## src/rtl/dtoi_pkg.sv

```systemverilog
// Shared types and constants for the decimal token to int32 parser.
package dtoi_pkg;

   localparam int ByteWidth  = 8;
   localparam int ValueWidth = 32;
   localparam int DigitWidth = 4;
   // Magnitude times ten plus a digit, with the magnitude held at or below 2^31
   localparam int WideWidth  = ValueWidth + 3;

   localparam logic [ValueWidth-1:0] PosLimit = 32'h7FFF_FFFF;
   localparam logic [ValueWidth-1:0] NegLimit = 32'h8000_0000;

   // Character codes
   localparam logic [ByteWidth-1:0] ChNul   = 8'd0;
   localparam logic [ByteWidth-1:0] ChTab   = 8'd9;
   localparam logic [ByteWidth-1:0] ChCr    = 8'd13;
   localparam logic [ByteWidth-1:0] ChSpace = 8'd32;
   localparam logic [ByteWidth-1:0] ChPlus  = 8'd43;
   localparam logic [ByteWidth-1:0] ChMinus = 8'd45;
   localparam logic [ByteWidth-1:0] ChZero  = 8'd48;
   localparam logic [ByteWidth-1:0] ChNine  = 8'd57;

   // Running state of the open token
   typedef struct packed {
      logic                  in_token;
      logic                  negative;
      logic [ValueWidth-1:0] magnitude;
      logic                  over_range;
      logic                  bad_char;
   } tok_state_type;

   localparam tok_state_type TokIdle = '{
      in_token:   1'b0,
      negative:   1'b0,
      magnitude:  '0,
      over_range: 1'b0,
      bad_char:   1'b0
   };

   // What one byte produces
   typedef struct packed {
      logic                  emit;
      logic                  bad;
      logic [ValueWidth-1:0] value;
   } step_out_type;

endpackage

```

## src/rtl/dtoi_step.sv

```systemverilog
// Per-byte token update: delimiter test, sign, digit accumulate and result.
module dtoi_step
   import dtoi_pkg::*;
(
   input  tok_state_type        cur,
   input  logic [ByteWidth-1:0] text_byte,
   input  logic                 end_of_argument,
   output tok_state_type        nxt,
   output step_out_type         res
);

   logic                  delim;
   logic                  start;
   logic                  is_digit;
   logic [DigitWidth-1:0] digit;
   logic [WideWidth-1:0]  acc;
   tok_state_type         base;
   tok_state_type         upd;

   assign delim = (text_byte == ChNul) || (text_byte == ChSpace) ||
                  ((text_byte >= ChTab) && (text_byte <= ChCr));
   assign start    = !delim && !cur.in_token;
   assign is_digit = (text_byte >= ChZero) && (text_byte <= ChNine);
   assign digit    = DigitWidth'(text_byte - ChZero);

   // Open a fresh token on its first byte
   assign base = start ? tok_state_type'{in_token: 1'b1, negative: 1'b0, magnitude: '0,
                                         over_range: 1'b0, bad_char: 1'b0} : cur;

   // magnitude * 10 + digit as shift-and-add
   assign acc = {base.magnitude, 3'b000} + {2'b00, base.magnitude, 1'b0} +
                WideWidth'(digit);

   always_comb begin
      upd = base;
      if (!delim) begin
         if (start && (text_byte == ChMinus)) begin
            upd.negative = 1'b1;
         end else if (start && (text_byte == ChPlus)) begin
            upd.negative = 1'b0;
         end else if (is_digit) begin
            if (!base.over_range) begin
               if (acc > WideWidth'(NegLimit)) begin
                  upd.over_range = 1'b1;
                  upd.magnitude  = NegLimit;
               end else begin
                  upd.magnitude = acc[ValueWidth-1:0];
               end
            end
         end else begin
            upd.bad_char = 1'b1;
         end
      end
   end

   always_comb begin
      res.emit = upd.in_token && (delim || end_of_argument);
      // Magnitude never passes 2^31, so bit 31 alone marks "above PosLimit"
      res.bad  = upd.bad_char || upd.over_range ||
                 (!upd.negative && (upd.magnitude > PosLimit));
      if (res.bad) begin
         res.value = '0;
      end else if (upd.negative) begin
         res.value = '0 - upd.magnitude;
      end else begin
         res.value = upd.magnitude;
      end
      nxt = res.emit ? TokIdle : upd;
   end

endmodule

```

## src/rtl/decimal_token_to_int32_parser.sv

```systemverilog
// Top level: streaming ASCII decimal token to signed 32-bit integer parser.
//
//   Channel | Ports   | tdata (low bit up)       | tuser / tlast
//   --------+---------+--------------------------+------------------------------
//   input   | req_*   | [7:0] text_byte          | tlast = end_of_argument
//   result  | rsp_*   | [31:0] value (signed)    | tuser = bad
//
// One byte is taken per cycle while no closing byte is held; the rate is set by
// the single token-state register that the byte updates, fed from the input
// register. A closing byte's result goes from there to the result register
// on rsp_*. That byte waits in the input register while the result register
// is full and not being taken; no other byte waits there on rsp_tready.
// reset (synchronous, active high) empties both registers and closes any token.
module decimal_token_to_int32_parser
   import dtoi_pkg::*;
(
   input  logic                  clock,
   input  logic                  reset,
   input  logic                  req_tvalid,
   output logic                  req_tready,
   input  logic [ByteWidth-1:0]  req_tdata,   // [7:0] text_byte
   input  logic                  req_tlast,   // end_of_argument
   output logic                  rsp_tvalid,
   input  logic                  rsp_tready,
   output logic [ValueWidth-1:0] rsp_tdata,   // [31:0] value
   output logic                  rsp_tuser    // [0] bad
);

   // Input register
   logic                  in_valid_ff, in_valid_in;
   logic [ByteWidth-1:0]  in_byte_ff, in_byte_in;
   logic                  in_last_ff, in_last_in;

   // Token state
   tok_state_type         tok_ff, tok_in;

   // Result register
   logic                  out_valid_ff, out_valid_in;
   logic [ValueWidth-1:0] out_value_ff, out_value_in;
   logic                  out_bad_ff, out_bad_in;

   tok_state_type         tok_step;
   step_out_type          step_res;
   logic                  out_free;
   logic                  advance;
   logic                  req_take;

   dtoi_step u_step (
      .cur             (tok_ff),
      .text_byte       (in_byte_ff),
      .end_of_argument (in_last_ff),
      .nxt             (tok_step),
      .res             (step_res)
   );

   // Result slot is free when empty or being drained this cycle
   assign out_free = !out_valid_ff || rsp_tready;
   // Retire the held byte unless its result has nowhere to go
   assign advance  = in_valid_ff && (!step_res.emit || out_free);
   assign req_tready = !in_valid_ff || advance;
   assign req_take   = req_tvalid && req_tready;

   always_comb begin
      in_valid_in  = in_valid_ff;
      in_byte_in   = in_byte_ff;
      in_last_in   = in_last_ff;
      tok_in       = tok_ff;
      out_valid_in = out_valid_ff && !rsp_tready;
      out_value_in = out_value_ff;
      out_bad_in   = out_bad_ff;

      if (advance) begin
         in_valid_in = 1'b0;
         tok_in      = tok_step;
         if (step_res.emit) begin
            out_valid_in = 1'b1;
            out_value_in = step_res.value;
            out_bad_in   = step_res.bad;
         end
      end
      if (req_take) begin
         in_valid_in = 1'b1;
         in_byte_in  = req_tdata;
         in_last_in  = req_tlast;
      end
   end

   always_ff @(posedge clock) begin
      if (reset) begin
         in_valid_ff  <= 1'b0;
         out_valid_ff <= 1'b0;
         tok_ff       <= TokIdle;
      end else begin
         in_valid_ff  <= in_valid_in;
         out_valid_ff <= out_valid_in;
         tok_ff       <= tok_in;
      end
      // Payload: no reset needed
      in_byte_ff   <= in_byte_in;
      in_last_ff   <= in_last_in;
      out_value_ff <= out_value_in;
      out_bad_ff   <= out_bad_in;
   end

   assign rsp_tvalid = out_valid_ff;
   assign rsp_tdata  = out_value_ff;
   assign rsp_tuser  = out_bad_ff;

   // A flagged token always reports zero
   a_bad_is_zero: assert property (@(posedge clock) disable iff (reset)
      rsp_tvalid && rsp_tuser |-> rsp_tdata == '0)
      else $error("flagged result carries a nonzero value");

   // Saturation holds the magnitude at the negative bound
   a_sat_mag: assert property (@(posedge clock) disable iff (reset)
      tok_ff.over_range |-> tok_ff.magnitude == NegLimit)
      else $error("overflow mark without saturated magnitude");

   // Magnitude never passes the negative bound
   a_mag_bound: assert property (@(posedge clock) disable iff (reset)
      tok_ff.magnitude <= NegLimit)
      else $error("magnitude past int32 range");

   // A held byte stays put until it retires
   a_hold_input: assert property (@(posedge clock) disable iff (reset)
      in_valid_ff && !advance |=> in_valid_ff && $stable(in_byte_ff) &&
                                  $stable(in_last_ff))
      else $error("stalled input byte lost or changed");

   // Closing a token clears the token state
   a_close_clears: assert property (@(posedge clock) disable iff (reset)
      advance && step_res.emit |=> !tok_ff.in_token && tok_ff.magnitude == '0)
      else $error("token state not cleared after result");

endmodule

```

## config.mk

```make
export PLATFORM = sky130hd
export DESIGN_NAME = decimal_token_to_int32_parser
export DESIGN_NICKNAME = d
export VERILOG_FILES = /design/src/rtl/dtoi_pkg.sv /design/src/rtl/dtoi_step.sv /design/src/rtl/decimal_token_to_int32_parser.sv
export SDC_FILE = /design/constraint.sdc
export NUM_CORES = 1
export LEC_CHECK = 0
export ABC_AREA = 1
export BUFFER_PORTS_ARGS = -buffer_cell sky130_fd_sc_hd__clkbuf_2
export CORE_MARGIN = 2
export CORE_UTILIZATION = 46
export DETAILED_ROUTE_END_ITERATION = 16
export SETUP_SLACK_MARGIN = 0.05
export SYNTH_ARGS = -nofsm -noshare
export SYNTH_HDL_FRONTEND = slang
export SYNTH_SLANG_ARGS = --single-unit
export TNS_END_PERCENT = 30
```

## constraint.sdc

```tcl
create_clock -name clock -period 9.63 [get_ports clock]
set_clock_uncertainty 0.15 [all_clocks]
set_input_delay 0.4815 -clock clock [delete_from_list [all_inputs] [get_ports clock]]
set_output_delay 0.4815 -clock clock [all_outputs]
set_load 0.05 [all_outputs]
```

==> impl_results.md <==
- Result of the run: finished, final reports clean
- Power Dens Cells: 90.4 mW/mm^2
- Vias in the first global route: ~7500
- Root buffer cell: clkbuf_16
- Number of placed cells counting well taps: between 1500 and 2000
- Maximum buffer depth of the clock tree: 2
- Post-synth design cell area: 0.00808 mm^2
- Wire length of the first global-routing pass: 39500 um
- Die Y: roughly 140 um
- Count of yosys warnings during synthesis: 0
- Startpoint-to-endpoint class of the critical path: reg -> reg
- Largest incremental delay on the critical path: between 600 and 700 ps
- Max H-tree Level: 3
- Slowest-stage cell, CP: nor3_4
- Type of element capturing the critical path: flip-flop
- Clock transition at the registers of the reported paths: 70 ps
- Num rows: 48
- Net Sw Power: between 200 and 250 uW
- Sequential fraction of the synthesis area: 0.250
- Syn_nets: between 1000 and 1500
- Final Net Count: between 1000 and 1500
- Number of buffers inserted by post-CTS setup repair: 0
- Max Slew Vio Count: 0
- Setup violation total in the final timing report: 0
- Cell leakage power: between 0.004 and 0.005 uW
- Proportion of total power due to net switching: 0.280
- Number of distinct standard cells referenced by the synthesized netlist: 47
- Highest fanout seen on the critical path: 37
- Power Internal: approximately 570 uW
- Initial core utilization: 0.469
- Req. time, crit path: 9690 ps
- Synthesis-to-layout area growth: 8.32%
- Via count of the routed design: roughly 8300
- TritonCTS buffer count: 9
- Setup Total Neg Slack: 0 ps
- HPWL after detailed placement: slightly below 20000 um
- Peak supply drop: approximately 110 uV
- Via-per-instance ratio: ~5.2
- Slew of the pin with the lowest slew margin: 1140 ps
- Portion of the clock cycle consumed by the worst path in the final layout: 0.729
- Ratio of cells with drive above 1 in the final layout: 0.0958
- Average routed wire per standard cell: approximately 15 um
- Number of buffers inserted for hold repair after clock tree synthesis: 0
- Sinks on Clock Net: 80
- Initial antenna violation count: 0
- Number of cells produced by synthesis: 1322
- Number of standard cells in the layout, taps in and fillers out: ~1600
- Crit path DAT: a little over 7000 ps
- RePlAce Congestion: 0.918
- Clk Latency, worst-skew pair: ~340 ps
- Maximum clock rate: 143 MHz
- Global-route usage over all layers: 0.272
- Routed wire length: roughly 24000 um
- Most common cell type on the critical path: nand2_1
- RSZ-0062 raised after global routing: no
- Crit path launch type: flip-flop
- Post-detailed-route DRC marker count: 0
- Part of the power in registers: 0.466
- Floorplan die width: roughly 140 um
- Die footprint: ~0.019 mm^2
- Commonest non-fill, non-tap cell in the layout: nand2_1
- Minimum clock period: ~7000 ps
- Count of cells resized by post-cts repair: 0
- Total congestion overflow: 0
- Yosys reg bits: 80
- Commonest cells after routing, fill and taps aside: nand2_1, inv_1, nor2_1, a21oi_1, nand3_1
- Pin count of the biggest net entering global routing: 39
- Top Ports: between 40 and 50
- Detailed router's first-iteration violation count: approximately 830
- Number of violations of the max-capacitance limit: 0
- TritonRoute pass-1 iters: 6
- Relative max-transition margin: 0.236
- Layout Utilization: 0.508
- Number of antenna cells inserted: 0
- Combinational group share of total power: 0.113
- ANT nets after route: 0
- Synth Area per Inst: about 6.1 um^2
- Total count of hold-check failures in the final report: 0
- Clock tree from TritonCTS: done
- Clock share of power: 0.422
- Path category of the worst min-delay check: in -> reg
- Total of buffers placed on input and output ports: 47
- Area inside the core boundary: roughly 0.017 mm^2
==> critical path: cells and delay by family (launching register included) <==
| family | cells | cell delay (ps) |
|---|---|---|
| AO/OA/AOI/OAI | 3 | 580 |
| buffers and inverters | 6 | 1230 |
| flip-flops | 1 | 430 |
| AND/OR/NAND/NOR | 21 | 3380 |
| adder cells (fa/ha/maj) | 2 | 790 |
| XOR/XNOR | 2 | 320 |
==> through the flow <==
step	area (um^2)	power [uW]	hold slack [ps]	setup slack, ps
finish	8750	791	161	2610
detailed placement	8470	464	307	2670
floorplan	8080	440	291	4320
global placement	8470	464	303	2810
CTS	8750	794	151	2630
global route	8750	816	154	1950
==> cells by family after synthesis <==
| kind of cell | after synthesis | share of synthesized area |
|---|---|---|
| XOR/XNOR | 13 | 0.0150 |
| buffers and inverters | 239 | 0.117 |
| AND/OR/NAND/NOR | 768 | 0.404 |
| adder cells (fa/ha/maj) | 67 | 0.105 |
| AO/OA/AOI/OAI | 155 | 0.109 |
| flip-flops | 80 | 0.250 |
==> layer usage <==
layer | wire length, um | track usage
met1 | 11900 | 0.398
met2 | 10600 | 0.419
met3 | 1310 | 0.0311
met4 | 632 | 0.0781
met5 | 0 | 0
==> power groups by stage <==
stage	Combinational (uW)	Sequential, uW	Clock [uW]
6_report	89.3	368	334
3_3_place_gp	87.8	376	0
3_5_place_dp	87.9	376	0
2_1_floorplan	53.6	387	0
4_1_cts	88.4	368	337
5_1_grt	97.7	369	349
==> cell usage after synthesis, drive strengths merged <==
cell type / instances / share of area
and2: 2 / 0.0015
inv: 206 / 0.096
nor3: 23 / 0.019
fa: 1 / 0.0025
clkbuf: 17 / 0.0079
o211ai: 1 / 0.0026
nand3: 82 / 0.053
o21bai: 2 / 0.0019
o2bb2ai: 1 / 0.0011
nand4: 22 / 0.019
dfxtp: 38 / 0.094
a21o: 2 / 0.0019
o41ai: 1 / 0.0011
o21ai: 49 / 0.031
nand3b: 2 / 0.0019
a31o: 1 / 0.0011
xor2: 10 / 0.012
buf: 16 / 0.014
xnor2: 3 / 0.0033
ha: 66 / 0.10
a21oi: 90 / 0.059
nor2: 162 / 0.083
a211oi: 1 / 0.00093
a31oi: 2 / 0.0023
o21a: 4 / 0.0037
nand2: 475 / 0.23
a21boi: 1 / 0.0014
edfxtp: 42 / 0.16
==> worst paths after layout <==
kind            startpoint             to  slack [ps]  cells past startpoint
max          in_byte_ff[2]  rsp_tdata[29]        2610                     34
min           req_tdata[3]  in_byte_ff[3]         160                      1
max reg2reg  in_byte_ff[2]  rsp_tdata[29]        2610                     34
min reg2reg     tok_ff[26]     tok_ff[26]         320                      2
==> sequential cells by signal (all words and copies together), names as in the netlist <==
| register | cells |
|---|---|
| in_byte_ff | 8 |
| in_last_ff | 1 |
| rsp_tvalid | 1 |
| tok_ff | 36 |
| in_valid_ff | 1 |
| rsp_tuser | 1 |
| rsp_tdata | 32 |
==> final cells by class <==
| type | count | area (um^2) |
|---|---|---|
| multi-input cells | 1003 | 5120 |
| flip-flops and latches | 80 | 2020 |
| fillers | 1860 | 8490 |
| repair buffers | 52 | 273 |
| clock inverters | 5 | 41.3 |
| clock buffers | 11 | 243 |
| inverters | 206 | 773 |
| well taps | 225 | 282 |
No activity file was read; power rests on OpenSTA's default activity.
